===== config.mk =====
export PLATFORM = sky130hd
export DESIGN_NAME = ascii_checksum_frame_parser
export DESIGN_NICKNAME = d
export VERILOG_FILES = /design/src/sv/acfp_pkg.sv /design/src/sv/acfp_ram.sv /design/src/sv/acfp_ctrl.sv /design/src/sv/acfp_dp.sv /design/src/sv/ascii_checksum_frame_parser.sv
export SDC_FILE = /design/constraint.sdc
export NUM_CORES = 2
export LEC_CHECK = 0
export ABC_AREA = 0
export BUFFER_PORTS_ARGS = -buffer_cell sky130_fd_sc_hd__buf_2
export CAP_MARGIN = 5
export CORE_UTILIZATION = 59
export DETAILED_ROUTE_END_ITERATION = 6
export PLACE_DENSITY_LB_ADDON = 0.3
export REMOVE_ABC_BUFFERS = 1
export SYNTH_ARGS = -nofsm -noshare
export SYNTH_HDL_FRONTEND = slang
export SYNTH_SLANG_ARGS = --single-unit

===== constraint.sdc =====
create_clock -name clk -period 7.9 [get_ports clk]
set_input_delay 0 -clock clk [delete_from_list [all_inputs] [get_ports clk]]
set_output_delay 0 -clock clk [all_outputs]
set_load 0.02 [all_outputs]

===== src/sv/acfp_pkg.sv =====
`default_nettype none
// ----------------------------------------------------------------------------
// acfp_pkg
// Shared types, defaults and constant tables for the ASCII checksum frame
// parser.
// ----------------------------------------------------------------------------
package acfp_pkg;

	localparam int unsigned MAX_LINE_DEF   = 500;
	localparam int unsigned MAX_FIELDS_DEF = 12;

	localparam int unsigned VALUE_W = 48;
	localparam int unsigned FRAC_W  = 54;

	// 5^16: one step of the 16-bit binary fraction on the 16-digit decimal fraction.
	localparam logic [37:0] FRAC_DIV   = 38'd152587890625;
	// Reciprocal of 5^16 scaled by 2^69, applied to the top 32 bits of the fraction.
	localparam logic [31:0] FRAC_RECIP = 32'd3868562622;

	typedef struct packed {
		logic accept;
		logic div_step;
		logic wr_comma;
		logic advance;
	} cmd_t;

	typedef struct packed {
		logic eol;
		logic comma_kept;
		logic emit_any;
		logic div_last;
		logic k_last;
	} status_t;

	// Weight of a fraction digit, 10^idx, on a 16-digit decimal fraction.
	function automatic logic [FRAC_W-1:0] frac_weight(input logic [3:0] idx);
		logic [FRAC_W-1:0] w;
		case (idx)
			4'd0:    w = 54'd1;
			4'd1:    w = 54'd10;
			4'd2:    w = 54'd100;
			4'd3:    w = 54'd1000;
			4'd4:    w = 54'd10000;
			4'd5:    w = 54'd100000;
			4'd6:    w = 54'd1000000;
			4'd7:    w = 54'd10000000;
			4'd8:    w = 54'd100000000;
			4'd9:    w = 54'd1000000000;
			4'd10:   w = 54'd10000000000;
			4'd11:   w = 54'd100000000000;
			4'd12:   w = 54'd1000000000000;
			4'd13:   w = 54'd10000000000000;
			4'd14:   w = 54'd100000000000000;
			default: w = 54'd1000000000000000;
		endcase
		return w;
	endfunction

endpackage
`default_nettype wire


===== src/sv/acfp_ram.sv =====
`default_nettype none
// ----------------------------------------------------------------------------
// acfp_ram
// Generic single-write, single-read RAM with a registered read port.
// ----------------------------------------------------------------------------
module acfp_ram #(
	parameter int unsigned WIDTH = 48,
	parameter int unsigned DEPTH = 12
) (
	input  wire logic                     clk,
	input  wire logic                     we,
	input  wire logic [$clog2(DEPTH)-1:0] waddr,
	input  wire logic [WIDTH-1:0]         wdata,
	input  wire logic [$clog2(DEPTH)-1:0] raddr,
	output logic      [WIDTH-1:0]         rdata
);

	logic [WIDTH-1:0] mem_q [DEPTH];

	always_ff @(posedge clk) begin
		if (we) begin
			mem_q[waddr] <= wdata;
		end
		rdata <= mem_q[raddr];
	end

endmodule
`default_nettype wire


===== src/sv/acfp_ctrl.sv =====
`default_nettype none
// ----------------------------------------------------------------------------
// acfp_ctrl
// Controller: sequences byte intake, the fraction conversion at a comma and
// the emission of field results at the end of a line.
// ----------------------------------------------------------------------------
module acfp_ctrl (
	input  wire logic              clk,
	input  wire logic              arst_n,
	input  wire logic              in_valid,
	output logic                   in_ready,
	output logic                   out_valid,
	input  wire logic              out_ready,
	input  wire acfp_pkg::status_t st,
	output acfp_pkg::cmd_t         cmd
);

	typedef enum logic [4:0] {
		ST_IDLE = 5'b00001,
		ST_DIV  = 5'b00010,
		ST_WR   = 5'b00100,
		ST_RD   = 5'b01000,
		ST_OUT  = 5'b10000
	} state_t;

	state_t state_q, state_n;

	always_ff @(posedge clk or negedge arst_n) begin
		if (!arst_n) begin
			state_q <= ST_IDLE;
		end else begin
			state_q <= state_n;
		end
	end

	always_comb begin
		state_n   = state_q;
		cmd       = '0;
		in_ready  = 1'b0;
		out_valid = 1'b0;
		unique case (state_q)
			ST_IDLE: begin
				in_ready = 1'b1;
				if (in_valid) begin
					cmd.accept = 1'b1;
					if (st.eol && st.emit_any) begin
						state_n = ST_RD;
					end else if (st.comma_kept) begin
						state_n = ST_DIV;
					end
				end
			end
			ST_DIV: begin
				cmd.div_step = 1'b1;
				if (st.div_last) begin
					state_n = ST_WR;
				end
			end
			ST_WR: begin
				cmd.wr_comma = 1'b1;
				state_n      = ST_IDLE;
			end
			ST_RD: begin
				state_n = ST_OUT;
			end
			ST_OUT: begin
				out_valid = 1'b1;
				if (out_ready) begin
					if (st.k_last) begin
						state_n = ST_IDLE;
					end else begin
						cmd.advance = 1'b1;
						state_n     = ST_RD;
					end
				end
			end
			default: begin
				state_n = ST_IDLE;
			end
		endcase
	end

endmodule
`default_nettype wire


===== src/sv/acfp_dp.sv =====
`default_nettype none
// ----------------------------------------------------------------------------
// acfp_dp
// Datapath: line bookkeeping, checksum, decimal and hex field parsing, the
// fraction-to-binary conversion, the field store and the result registers.
// ----------------------------------------------------------------------------
module acfp_dp #(
	parameter int unsigned MAX_LINE   = acfp_pkg::MAX_LINE_DEF,
	parameter int unsigned MAX_FIELDS = acfp_pkg::MAX_FIELDS_DEF
) (
	input  wire logic                          clk,
	input  wire logic                          arst_n,
	input  wire logic [7:0]                    rx_byte,
	input  wire acfp_pkg::cmd_t                cmd,
	output acfp_pkg::status_t                  st,
	output logic                               record_kind,
	output logic [3:0]                         field_index,
	output logic signed [acfp_pkg::VALUE_W-1:0] value_fixed,
	output logic                               flag_value,
	output logic                               last_field
);

	localparam int unsigned LEN_W  = $clog2(MAX_LINE + 1);
	localparam int unsigned ADDR_W = $clog2(MAX_FIELDS);
	localparam int unsigned VW     = acfp_pkg::VALUE_W;
	localparam int unsigned FW     = acfp_pkg::FRAC_W;
	localparam logic [3:0] LIM_M = 4'((MAX_FIELDS - 1 < 7) ? MAX_FIELDS - 1 : 7);
	localparam logic [3:0] LIM_S = 4'((MAX_FIELDS - 1 < 11) ? MAX_FIELDS - 1 : 11);

	localparam logic [7:0] CH_CR    = 8'h0D;
	localparam logic [7:0] CH_LF    = 8'h0A;
	localparam logic [7:0] CH_COMMA = 8'h2C;
	localparam logic [7:0] CH_PLUS  = 8'h2B;
	localparam logic [7:0] CH_MINUS = 8'h2D;
	localparam logic [7:0] CH_DOT   = 8'h2E;
	localparam logic [7:0] CH_ZERO  = 8'h30;
	localparam logic [7:0] CH_M     = 8'h4D;
	localparam logic [7:0] CH_S     = 8'h53;
	localparam logic [7:0] CH_X_LO  = 8'h78;
	localparam logic [7:0] CH_X_UP  = 8'h58;
	localparam logic [7:0] CH_SPACE = 8'h20;

	typedef enum logic [1:0] {DP_LEAD, DP_INT, DP_FRAC, DP_STOP} dec_ph_t;
	typedef enum logic [2:0] {HX_LEAD, HX_SIGN, HX_ZERO, HX_X, HX_DIG, HX_STOP} hex_ph_t;

	// Line state
	logic [LEN_W-1:0] line_len_q, lac_q;
	logic [7:0]       sum_q, sbc_q, first_q;
	logic [3:0]       fc_q;
	logic             doubled_q, prevcomma_q;
	// Number state
	dec_ph_t          dec_ph_q, dec_ph_n;
	logic             dec_neg_q, dec_neg_n;
	logic [31:0]      dec_q, dec_n;
	logic [FW-1:0]    frac_q, frac_n;
	logic [4:0]       fd_q, fd_n;
	hex_ph_t          hex_ph_q, hex_ph_n;
	logic [15:0]      hex_q, hex_n;
	logic [2:0]       hc_q, hc_n;
	logic             hex_neg_q, hex_neg_n;
	// Fraction conversion
	logic [15:0]      est_q, quo_q;
	logic             dcnt_q;
	logic [63:0]      est_prod;
	logic [FW-1:0]    est_back, est_rem;
	// Emission
	logic             kind_q;
	logic [3:0]       last_q, k_q;

	logic [7:0]  c;
	logic        blank, dig, is_eol, is_comma, kept;
	logic [3:0]  dval;
	logic [4:0]  hval;
	logic        hdig;
	logic [35:0] prod;
	logic [31:0] int_sat;
	logic [VW-1:0] mag, mag_c, field_val;
	logic        len_ok, match, kind_m, kind_s;
	logic [3:0]  lim, last0, last1, last_eff;
	logic        fc_fits;
	logic [VW-1:0] rdata;

	assign c        = rx_byte;
	assign blank    = (c >= 8'h09 && c <= CH_CR) || c == CH_SPACE;
	assign dig      = c >= CH_ZERO && c <= 8'h39;
	assign dval     = c[3:0];
	assign is_eol   = c == CH_CR || c == CH_LF;
	assign is_comma = c == CH_COMMA;
	assign kept     = line_len_q < LEN_W'(MAX_LINE);

	always_comb begin
		if (dig) begin
			hval = {1'b0, dval};
		end else if ((c >= 8'h61 && c <= 8'h66) || (c >= 8'h41 && c <= 8'h46)) begin
			hval = {1'b0, 4'(c[3:0] + 4'd9)};
		end else begin
			hval = 5'h10;
		end
	end
	assign hdig = !hval[4];

	assign prod    = {4'd0, dec_q} * 36'd10 + 36'(dval);
	assign int_sat = (prod > 36'h8000_0000) ? 32'h8000_0000 : prod[31:0];

	// Decimal field parser, one character a cycle while bytes are accepted.
	always_comb begin
		dec_ph_n  = dec_ph_q;
		dec_neg_n = dec_neg_q;
		dec_n     = dec_q;
		frac_n    = frac_q;
		fd_n      = fd_q;
		case (dec_ph_q)
			DP_LEAD: begin
				if (!blank) begin
					if (c == CH_PLUS || c == CH_MINUS) begin
						dec_neg_n = dec_neg_q | (c == CH_MINUS);
						dec_ph_n  = DP_INT;
					end else if (dig) begin
						dec_n    = int_sat;
						dec_ph_n = DP_INT;
					end else if (c == CH_DOT) begin
						dec_ph_n = DP_FRAC;
					end else begin
						dec_ph_n = DP_STOP;
					end
				end
			end
			DP_INT: begin
				if (dig) begin
					dec_n = int_sat;
				end else if (c == CH_DOT) begin
					dec_ph_n = DP_FRAC;
				end else begin
					dec_ph_n = DP_STOP;
				end
			end
			DP_FRAC: begin
				if (dig) begin
					if (fd_q < 5'd16) begin
						frac_n = frac_q + FW'(dval)
							* acfp_pkg::frac_weight(4'(5'd15 - fd_q));
						fd_n   = fd_q + 5'd1;
					end
				end else begin
					dec_ph_n = DP_STOP;
				end
			end
			default: ;
		endcase
	end

	// Checksum text parser; only the first four characters count.
	always_comb begin
		hex_ph_n  = hex_ph_q;
		hex_n     = hex_q;
		hc_n      = hc_q;
		hex_neg_n = hex_neg_q;
		if (hc_q < 3'd4) begin
			hc_n = hc_q + 3'd1;
			case (hex_ph_q)
				HX_LEAD: begin
					if (!blank) begin
						if (c == CH_PLUS || c == CH_MINUS) begin
							hex_neg_n = hex_neg_q | (c == CH_MINUS);
							hex_ph_n  = HX_SIGN;
						end else if (c == CH_ZERO) begin
							hex_ph_n = HX_ZERO;
						end else if (hdig) begin
							hex_n    = {12'd0, hval[3:0]};
							hex_ph_n = HX_DIG;
						end else begin
							hex_ph_n = HX_STOP;
						end
					end
				end
				HX_SIGN: begin
					if (c == CH_ZERO) begin
						hex_ph_n = HX_ZERO;
					end else if (hdig) begin
						hex_n    = {12'd0, hval[3:0]};
						hex_ph_n = HX_DIG;
					end else begin
						hex_ph_n = HX_STOP;
					end
				end
				HX_ZERO: begin
					if (c == CH_X_LO || c == CH_X_UP) begin
						hex_ph_n = HX_X;
					end else if (hdig) begin
						hex_n    = {12'd0, hval[3:0]};
						hex_ph_n = HX_DIG;
					end else begin
						hex_ph_n = HX_STOP;
					end
				end
				HX_X: begin
					if (hdig) begin
						hex_n    = {12'd0, hval[3:0]};
						hex_ph_n = HX_DIG;
					end else begin
						hex_ph_n = HX_STOP;
					end
				end
				HX_DIG: begin
					if (hdig) begin
						hex_n = {hex_q[11:0], hval[3:0]};
					end else begin
						hex_ph_n = HX_STOP;
					end
				end
				default: ;
			endcase
		end
	end

	// Field value in Q31.16 with saturation.
	assign mag = {dec_q, 16'd0} | {32'd0, quo_q};
	always_comb begin
		if (dec_neg_q) begin
			mag_c     = (mag > {1'b1, {(VW-1){1'b0}}}) ? {1'b1, {(VW-1){1'b0}}} : mag;
			field_val = VW'(~mag_c + 1'b1);
		end else begin
			mag_c     = (mag > {1'b0, {(VW-1){1'b1}}}) ? {1'b0, {(VW-1){1'b1}}} : mag;
			field_val = mag_c;
		end
	end

	// End-of-line decision.
	assign len_ok   = line_len_q >= LEN_W'(4) && lac_q >= LEN_W'(1);
	assign match    = hex_neg_q ? (hex_q == 16'd0 && sbc_q == 8'd0) : (hex_q == {8'd0, sbc_q});
	assign kind_m   = first_q == CH_M;
	assign kind_s   = first_q == CH_S;
	assign lim      = kind_s ? LIM_S : LIM_M;
	assign last0    = fc_q - 4'd1;
	assign last1    = (doubled_q && last0 != 4'd0) ? last0 - 4'd1 : last0;
	assign last_eff = (last1 > lim) ? lim : last1;
	assign fc_fits  = {1'b0, fc_q} < 5'(MAX_FIELDS);

	assign st.eol        = is_eol;
	assign st.comma_kept = is_comma && kept;
	assign st.emit_any   = len_ok && match && lac_q >= LEN_W'(6) && (kind_m || kind_s)
		&& last_eff != 4'd0;
	assign st.div_last   = dcnt_q;
	assign st.k_last     = k_q == last_q;

	always_ff @(posedge clk or negedge arst_n) begin
		if (!arst_n) begin
			line_len_q  <= '0;
			lac_q       <= '0;
			sum_q       <= '0;
			sbc_q       <= '0;
			first_q     <= '0;
			fc_q        <= '0;
			doubled_q   <= 1'b0;
			prevcomma_q <= 1'b0;
			dec_ph_q    <= DP_LEAD;
			dec_neg_q   <= 1'b0;
			dec_q       <= '0;
			frac_q      <= '0;
			fd_q        <= '0;
			hex_ph_q    <= HX_LEAD;
			hex_q       <= '0;
			hc_q        <= '0;
			hex_neg_q   <= 1'b0;
			dcnt_q      <= 1'b0;
			kind_q      <= 1'b0;
			last_q      <= '0;
			k_q         <= '0;
		end else begin
			if (cmd.accept) begin
				if (is_eol) begin
					kind_q      <= kind_s;
					last_q      <= last_eff;
					k_q         <= 4'd1;
					line_len_q  <= '0;
					lac_q       <= '0;
					sum_q       <= '0;
					sbc_q       <= '0;
					first_q     <= '0;
					fc_q        <= '0;
					doubled_q   <= 1'b0;
					prevcomma_q <= 1'b0;
					dec_ph_q    <= DP_LEAD;
					dec_neg_q   <= 1'b0;
					dec_q       <= '0;
					frac_q      <= '0;
					fd_q        <= '0;
					hex_ph_q    <= HX_LEAD;
					hex_q       <= '0;
					hc_q        <= '0;
					hex_neg_q   <= 1'b0;
				end else if (kept && is_comma) begin
					dcnt_q <= 1'b0;
				end else if (kept) begin
					if (line_len_q == '0) begin
						first_q <= c;
					end
					dec_ph_q    <= dec_ph_n;
					dec_neg_q   <= dec_neg_n;
					dec_q       <= dec_n;
					frac_q      <= frac_n;
					fd_q        <= fd_n;
					hex_ph_q    <= hex_ph_n;
					hex_q       <= hex_n;
					hc_q        <= hc_n;
					hex_neg_q   <= hex_neg_n;
					prevcomma_q <= 1'b0;
					sum_q       <= sum_q + c;
					line_len_q  <= line_len_q + LEN_W'(1);
				end
			end
			if (cmd.div_step) begin
				dcnt_q <= !dcnt_q;
			end
			if (cmd.wr_comma) begin
				if (line_len_q == '0) begin
					first_q <= CH_COMMA;
				end
				doubled_q   <= prevcomma_q;
				lac_q       <= line_len_q;
				sbc_q       <= sum_q;
				if (fc_q != 4'd15) begin
					fc_q <= fc_q + 4'd1;
				end
				dec_ph_q    <= DP_LEAD;
				dec_neg_q   <= 1'b0;
				dec_q       <= '0;
				frac_q      <= '0;
				fd_q        <= '0;
				hex_ph_q    <= HX_LEAD;
				hex_q       <= '0;
				hc_q        <= '0;
				hex_neg_q   <= 1'b0;
				prevcomma_q <= 1'b1;
				sum_q       <= sum_q + CH_COMMA;
				line_len_q  <= line_len_q + LEN_W'(1);
			end
			if (cmd.advance) begin
				k_q <= k_q + 4'd1;
			end
		end
	end

	// The decimal fraction divided by 5^16, first an estimate, then a correction. The
	// reciprocal estimate from the top 32 bits is never above the true quotient and at
	// most one below it, so a single compare of the remainder finishes the job.
	assign est_prod = {32'd0, frac_q[FW-1:22]} * {32'd0, acfp_pkg::FRAC_RECIP};
	assign est_back = {38'd0, est_q} * {16'd0, acfp_pkg::FRAC_DIV};
	assign est_rem  = frac_q - est_back;

	always_ff @(posedge clk) begin
		if (cmd.div_step) begin
			if (!dcnt_q) begin
				est_q <= est_prod[62:47];
			end else if (est_rem >= {16'd0, acfp_pkg::FRAC_DIV}) begin
				quo_q <= est_q + 16'd1;
			end else begin
				quo_q <= est_q;
			end
		end
	end

	acfp_ram #(
		.WIDTH(VW),
		.DEPTH(MAX_FIELDS)
	) u_fields (
		.clk  (clk),
		.we   (cmd.wr_comma && fc_fits),
		.waddr(fc_q[ADDR_W-1:0]),
		.wdata(field_val),
		.raddr(k_q[ADDR_W-1:0]),
		.rdata(rdata)
	);

	assign record_kind = kind_q;
	assign field_index = k_q;
	assign value_fixed = rdata;
	assign last_field  = k_q == last_q;
	assign flag_value  = rdata[VW-1] ? !(&rdata[VW-1:16] && |rdata[15:0]) : |rdata[VW-1:16];

endmodule
`default_nettype wire


===== src/sv/ascii_checksum_frame_parser.sv =====
`default_nettype none
// ----------------------------------------------------------------------------
// ascii_checksum_frame_parser
// Parses comma-separated ASCII reply lines with an 8-bit additive checksum
// and emits one fixed-point result per data field of good M and S lines, up to a per-kind limit.
// ----------------------------------------------------------------------------
// A comma within the line limit is followed by the turning of the field's
// decimal fraction into 16 binary fraction bits (a reciprocal multiplication,
// then one correction step) and the storing of the field; no byte is taken
// until the field is stored. A CR or LF that closes a good line is followed,
// for each field result, by a store read and then the result beat, which
// waits while out_ready is low; no byte is taken during emission. The field
// store needs no clearing pass after reset.
module ascii_checksum_frame_parser #(
	parameter int unsigned MAX_LINE   = acfp_pkg::MAX_LINE_DEF,
	parameter int unsigned MAX_FIELDS = acfp_pkg::MAX_FIELDS_DEF
) (
	input  wire logic                                 clk,
	input  wire logic                                 arst_n,
	input  wire logic                                 in_valid,
	output logic                                      in_ready,
	input  wire logic [7:0]                           rx_byte,
	output logic                                      out_valid,
	input  wire logic                                 out_ready,
	output logic                                      record_kind,
	output logic [3:0]                                field_index,
	output logic signed [acfp_pkg::VALUE_W-1:0]       value_fixed,
	output logic                                      flag_value,
	output logic                                      last_field
);

	acfp_pkg::cmd_t    cmd;
	acfp_pkg::status_t st;

	acfp_ctrl u_ctrl (
		.clk      (clk),
		.arst_n   (arst_n),
		.in_valid (in_valid),
		.in_ready (in_ready),
		.out_valid(out_valid),
		.out_ready(out_ready),
		.st       (st),
		.cmd      (cmd)
	);

	acfp_dp #(
		.MAX_LINE  (MAX_LINE),
		.MAX_FIELDS(MAX_FIELDS)
	) u_dp (
		.clk        (clk),
		.arst_n     (arst_n),
		.rx_byte    (rx_byte),
		.cmd        (cmd),
		.st         (st),
		.record_kind(record_kind),
		.field_index(field_index),
		.value_fixed(value_fixed),
		.flag_value (flag_value),
		.last_field (last_field)
	);

endmodule
`default_nettype wire


After elaboration in Yosys (flattened, before gate mapping)
Memories as Yosys holds them, arrays and structs flattened. A register that Yosys moved wholly into a read port is not among the register bits.
Index checks and enable logic that the tools add are counted.

word-level totals
  register bits after elaboration = 212
  RAM bits = 576
  bits in read-only memories = 784
  input port bits = 12
  output and inout port bits = 57
  memories = 2
  logic and storage cells = 340

cells by class
  eq/ne operators = 42
  mux-type cells = 161
  multiply operators = 4
  bitwise logic cells = 5
  reductions and logical operators = 66
  add/sub/neg operators = 16
  order comparisons = 20

memory list
  memory               words  bits a word  rd ports  clocked after Yosys merged registers in  write ports  RTL line        source
  (name not given)     16     49           1         0                                        0            acfp_pkg.sv:38  case (idx)
  u_dp.u_fields.mem_q  12     48           1         1                                        1            acfp_ram.sv:18  logic [WIDTH-1:0] mem_q [DEPTH];

operators by type and width
  kind                                                                                    count
  54-bit 2-to-1 mux                                                                       11
  32-bit 2-to-1 mux                                                                       9
  16-bit 2-to-1 mux                                                                       13
  48-bit 2-to-1 mux                                                                       3
  8-bit 2-to-1 mux                                                                        15
  16-bit one-hot mux with 5 select lines                                                  1
  5-bit 2-to-1 mux                                                                        15
  9-bit 2-to-1 mux                                                                        8
  32-bit one-hot mux with 2 select lines                                                  1
  32-bit by 31-bit multiplier with 62-bit output (second input constant)                  1
  54-bit adder                                                                            1
  54-bit by 38-bit greater-or-equal comparator with 1-bit output (second input constant)  1
  16-bit by 38-bit multiplier with 54-bit output (second input constant)                  1
  4-bit by 54-bit multiplier with 54-bit output                                           1
  54-bit subtractor                                                                       1
  3-bit 2-to-1 mux                                                                        17
  48-bit by 1-bit adder with 48-bit output (second input constant)                        1
  8-bit by 6-bit == test with 1-bit output (second input constant)                        6
  48-bit by 47-bit greater-than comparator with 1-bit output (second input constant)      1
  48-bit greater-than comparator (second input constant)                                  1
  48-bit NOT                                                                              1
  48-bit by 16-bit OR with 48-bit output                                                  1
  1-bit 2-to-1 mux                                                                        44
  4-bit 2-to-1 mux                                                                        11
  other kinds (76)                                                                        149

Depth between registers and ports, before layout
  depth after elaboration = 16
  gate-level depth with buffers = 29
  mapped depth without buffers = 28

Hierarchy
From an unflattened synthesis, not the netlist that was laid out.

unflattened totals
  cell total of the unflattened synthesis = 6524
  area, all modules = 72826.1 um^2

modules (own cells, without submodules)
  module     cells each  times used  seq. area each (um^2)  area each (um^2)
  acfp_dp    5496        1           5315.1                 49909.1
  acfp_ram   986         1           18257.5                22557.9
  acfp_ctrl  42          1           126.4                  359.1

Worst setup path after synthesis
Ideal clock, no wire load.

  path type = flip-flop to flip-flop
  start = register u_dp.est_q[4]
  end = register u_dp.quo_q[7], data pin
  setup slack = 0.302 ns
  period minus slack after synthesis = 7.598 ns
  stages on the path, launching flop included = 28
  arrival time = 7.329 ns
  library setup time = 0.270 ns
  data required time = 7.630 ns
  buffers on the path = 2
  cell sequence = edfxtp_1 inv_1 fa_1 inv_1 fa_1 fa_1 inv_1 fa_1 fa_1 inv_1 fa_1 inv_1 ha_1 clkbuf_1 a21o_1 a21o_1 a21oi_1 a21oi_1 a221oi_1 a21o_1 nand2_1 or3_1 a211o_1 nor4_1 o2111ai_1 clkbuf_1 nand3_1 xnor2_1

on the way
  word-level cells in the longest chain between the ends = 4
  elaborated cells on any way between the ends = 5
  those cells by class = add/sub (2); mul (1); order compare (1); mux (1)

ends and longest elaborated chain
  what                                                            RTL line        source
  start, declared                                                 acfp_dp.sv:62   logic [15:0] est_q, quo_q;
  start signal, assigned                                          acfp_dp.sv:354  est_q <= est_prod[62:47];
  16-bit by 38-bit multiplier with 54-bit output                  acfp_dp.sv:348  assign est_back = {38'd0, est_q} * {16'd0, acfp_pkg::FRAC_DIV};
  54-bit subtractor                                               acfp_dp.sv:349  assign est_rem = frac_q - est_back;
  54-bit by 38-bit greater-or-equal comparator with 1-bit output  acfp_dp.sv:355  end else if (est_rem >= {16'd0, acfp_pkg::FRAC_DIV}) begin
  16-bit 2-to-1 mux (*)                                           acfp_dp.sv:355
  end signal, assigned                                            acfp_dp.sv:356  quo_q <= est_q + 16'd1;
  end signal, assigned                                            acfp_dp.sv:358  quo_q <= est_q;
  end, declared                                                   acfp_dp.sv:62

Mark *: on every way between the ends. The rest lies on a longest branch, timed or not.
A chain may end at the register's enable or synchronous reset.

Final worst setup path
  start = register u_dp.est_q[5]
  end = register u_dp.quo_q[6], data pin

The elaborated chain is that of the path after synthesis.

==> summary.md <==
| Metric | Value |
|---|---|
| Outcome | `finished clean` |
| Worst Path Class, Setup | `reg -> reg` |
| Total CTS buffers | `between 80 and 90` |
| Worst Skew | `0.0451 ns` |
| Die ar. | `between 100,000 and 150,000 um2` |
| Max Cap Viol | `0` |
| Post-route ant nets | `0` |
| Dpl cell area | `around 75,000 um2` |
| # port buffers | `68` |
| Initial antenna violation count | `1` |
| GPL Wtd Cong | `1.03` |
| Main synth FF type | `edfxtp_1` |
| Min Tclk post-route | `7.63 ns` |
| Antenna Cells | `0` |
| Clk slew on worst S/H paths | `0.06 ns` |
| Area growth, synth to finish | `8.32%` |
| HPWL after DPL | `149,000 um` |
| CTS Buffer Depth | `3` |
| Dpl ws | `0.00407 ns` |
| Yosys warnings | `0` |
| Wl on met1 | `75,900 um` |
| First-pass GRT wire length | `roughly 300,000 um` |
| Number of global-route vias before repair | `51.2k` |
| Core ar. | `around 120,000 um2` |
| TritonRoute pass-1 iters | `6` |
| Crit end category | `flip-flop` |
| CTS sink cnt | `approximately 840` |
| Largest net degree at the start of global routing | `between 100 and 150` |
| Final Hold Vio Count | `0` |
| EDFF count, synth | `a little over 600` |
| Chip height | `between 300 and 400 um` |
| Met2 WL | `95,900 um` |
| Post-synth ARST share | `21.4%` |
| Flops & latches, synth | `835` |
| Uppermost layer routed | `met4` |
| IO Pins | `between 60 and 70` |
| Metal3 WL | `13,000 um` |
| Max-slew violations | `0` |
| CP most frequent cell | `fa_1` |
| Residual DRC | `0` |
| FMAX | `131 MHz` |
| Clk_lat worst skew | `0.66 ns` |
| Worst-Margin Slew | `approximately 1.3 ns` |
| CTS tree | `done` |
| Synth Cell Area | `72,200 um2` |
| CP max-delay cell | `fa_1` |
| GRT Residual Overflow | `0` |
| Final setup fails | `0` |
| Worst r2r dst | `u_dp.quo_q[6]$_DFFE_PP_` |
| Mean Syn Cell Area | `11.2 um2` |
| Reg2reg start | `u_dp.est_q[5]$_DFFE_PP_` |
| Setup TNS | `0 ns` |
| Fraction of layout cells with a size suffix above 1 | `a little over 9%` |
| Top delay family on crit path | `adder cells` |
| Drt wl/cell | `23.4 um` |
| Max incr delay on CP | `around 0.60 ns` |
| Std cell rows | `127` |
| Relative slew slack | `between 10% and 20%` |
| Layout Cell Area excl Fill | `between 70,000 and 80,000 um2` |
| Initial core utilization | `59.9%` |
| Final period util | `96.6%` |
| CP arrival | `8.03 ns` |
| Hold Crit Class | `in -> async` |
| DR vias | `49.6k` |
| Worst Reg-to-Reg Cells | `27` |
| H-tree depth | `3` |
| Clock Tree Root | `clkbuf_16` |
| Final WL | `194,000 um` |
| Required @ worst endpoint | `8.29 ns` |
| Synth cell types | `92` |
| WHS | `0.0314 ns` |
| Die width | `352 um` |
| R2r setup slk | `0.27 ns` |
| Total track usage | `32.3%` |
| Nets | `between 8k and 9k` |
| Worst setup margin | `0.265 ns` |
| Worst-path fanout max | `17` |
| Critical Path Start Type | `flip-flop` |
| Vias per inst | `6.00` |
| Iter 0 DRT Violations | `4,345` |
| Buffer and inverter count on the worst path | `7` |
| Post-Syn Instances | `about 6.4k` |
| Sequential area share after synthesis | `32.8%` |
-- through the flow --
stage,util [%],std cells
floorplan,-,6266
global placement,62.3,8098
detailed placement,62.3,8098
CTS,64.7,8265
global route,64.8,8269
finish,64.8,8269
-- synth_stat cells (all sizes together) (9+ instances only) --
| master | count | area [um2] |
|---|---|---|
| nor4b | 9 | 110 |
| a31oi | 32 | 200 |
| o31ai | 27 | 203 |
| mux2i | 63 | 631 |
| mux4 | 144 | 3240 |
| nor4 | 42 | 284 |
| nor3 | 85 | 430 |
| and2 | 61 | 382 |
| inv | 1165 | 4370 |
| xor2 | 78 | 683 |
| o41ai | 9 | 78.8 |
| o21bai | 18 | 135 |
| edfxtp | 608 | 18300 |
| or2 | 18 | 113 |
| ha | 723 | 9050 |
| dfxtp | 48 | 961 |
| o22ai | 36 | 225 |
| and3 | 52 | 325 |
| o211a | 9 | 90.1 |
| o21a | 29 | 219 |
| a21o | 125 | 938 |
| or4 | 13 | 97.6 |
| nor2 | 267 | 1000 |
| nand3b | 16 | 120 |
| nor3b | 10 | 75.1 |
| nand2 | 476 | 1790 |
| a21boi | 11 | 82.6 |
| o21ai | 320 | 1680 |
| nor2b | 36 | 225 |
| a211oi | 25 | 188 |
| or3 | 19 | 119 |
| clkbuf | 150 | 563 |
| o311ai | 14 | 123 |
| nand3 | 115 | 576 |
| a211o | 9 | 78.8 |
| buf | 31 | 138 |
| a21oi | 227 | 1140 |
| fa | 791 | 15800 |
| o211ai | 30 | 225 |
| xnor2 | 124 | 1090 |
| nand2b | 35 | 219 |
| dfrtp | 178 | 4450 |
| nand4 | 50 | 319 |
-- registers in the layout, summed over array words and instances (netlist names), 9 cells and up --
| register | flops |
|---|---|
| u_dp.dec_q | 32 |
| u_dp.quo_q | 16 |
| u_dp.frac_q | 54 |
| u_dp.u_fields.rdata | 48 |
| u_dp.line_len_q | 9 |
| u_dp.est_q | 16 |
| u_dp.hex_q | 16 |
| u_dp.u_fields.mem_q | 576 |
-- cells by family after synthesis --
family	after synthesis	synth area share (%)
buf+inv	1349	7.04
mux	212	5.44
flops	835	32.8
xor+xnor	202	2.45
simple gates	1330	8.92
fa+ha+maj	1514	34.5
compound gates	1005	8.86
-- worst max-delay path by stage --
stage                                                from                         endpoint  slack [ns]  cells past startpoint
after CTS                        u_dp.est_q[13]$_DFFE_PP_          u_dp.quo_q[6]$_DFFE_PP_        0.02                     26
after detailed placement      u_dp.frac_q[36]$_DFFE_PN0P_         u_dp.est_q[15]$_DFFE_PP_       0.004                     28
final                             u_dp.est_q[5]$_DFFE_PP_          u_dp.quo_q[6]$_DFFE_PP_        0.27                     27
after global placement        u_dp.frac_q[36]$_DFFE_PN0P_         u_dp.est_q[15]$_DFFE_PP_        0.11                     28
after global routing          u_dp.frac_q[37]$_DFFE_PN0P_         u_dp.est_q[15]$_DFFE_PP_       -0.04                     28
after floorplan           u_dp.field_index[0]$_DFFE_PN0P_  u_dp.field_index[0]$_DFFE_PN0P_        0.23                      7
-- worst reg2reg max path: cells and delay by family, from the launching register on --
kind	cells	cell delay [ns]
buffers and inverters	7	0.81
flip-flops	1	0.41
multiplexers	1	0.14
XOR/XNOR	1	0.08
AND/OR/NAND/NOR	4	0.87
adder cells (fa/ha/maj)	7	3.43
AO/OA/AOI/OAI	7	1.66
-- layout by cell type, fill, tap and decap left out, types with 25 or more instances in the layout --
cell       instances
a211oi_1          25
a21o_1           125
a21oi_1          223
a31oi_1           31
and2_1            53
and3_1            48
buf_2             68
buf_4            152
clkbuf_1          26
clkbuf_16         88
dfrtp_1          167
dfxtp_1           48
edfxtp_1         608
fa_1             789
ha_1             722
inv_1           1163
mux2i_1           63
mux4_2           144
nand2_1          475
nand2b_1          35
nand3_1          115
nand4_1           49
nor2_1           264
nor2b_1           36
nor3_1            84
nor4_1            40
o211ai_1          30
o21a_1            28
o21ai_0          282
o21ai_2           25
o22ai_1           36
o31ai_1           26
xnor2_1          124
xor2_1            78
-- routing by layer --
| layer | up-vias | track usage (%) |
|---|---|---|
| li1 | 22300 | - |
| met1 | 25100 | 41.4 |
| met2 | 1901 | 54.8 |
| met3 | 370 | 4.50 |
| met4 | 0 | 14.0 |
| met5 | - | 0 |
-- cell type report --
cell class	instances	area [um2]
multi-input combinational	4263	43600
sequential	835	23700
fill	9226	42400
timing repair buffer	233	1640
tap	1612	2020
clock buffer	125	2450
inverter	1168	4380
clock inverter	33	430
-- timing repair --
action / 4_1_cts / 5_1_grt
gates resized for setup: 1 / 26
pin swaps: 0 / 5
hold endpoints to repair: 136 / 0
setup buffers: 0 / 3
setup endpoints to repair: 12 / 25
hold buffers: 9 / 0
Power is not shown: default switching activity piles up to over one toggle a cycle in this logic, so the estimate is an artifact.
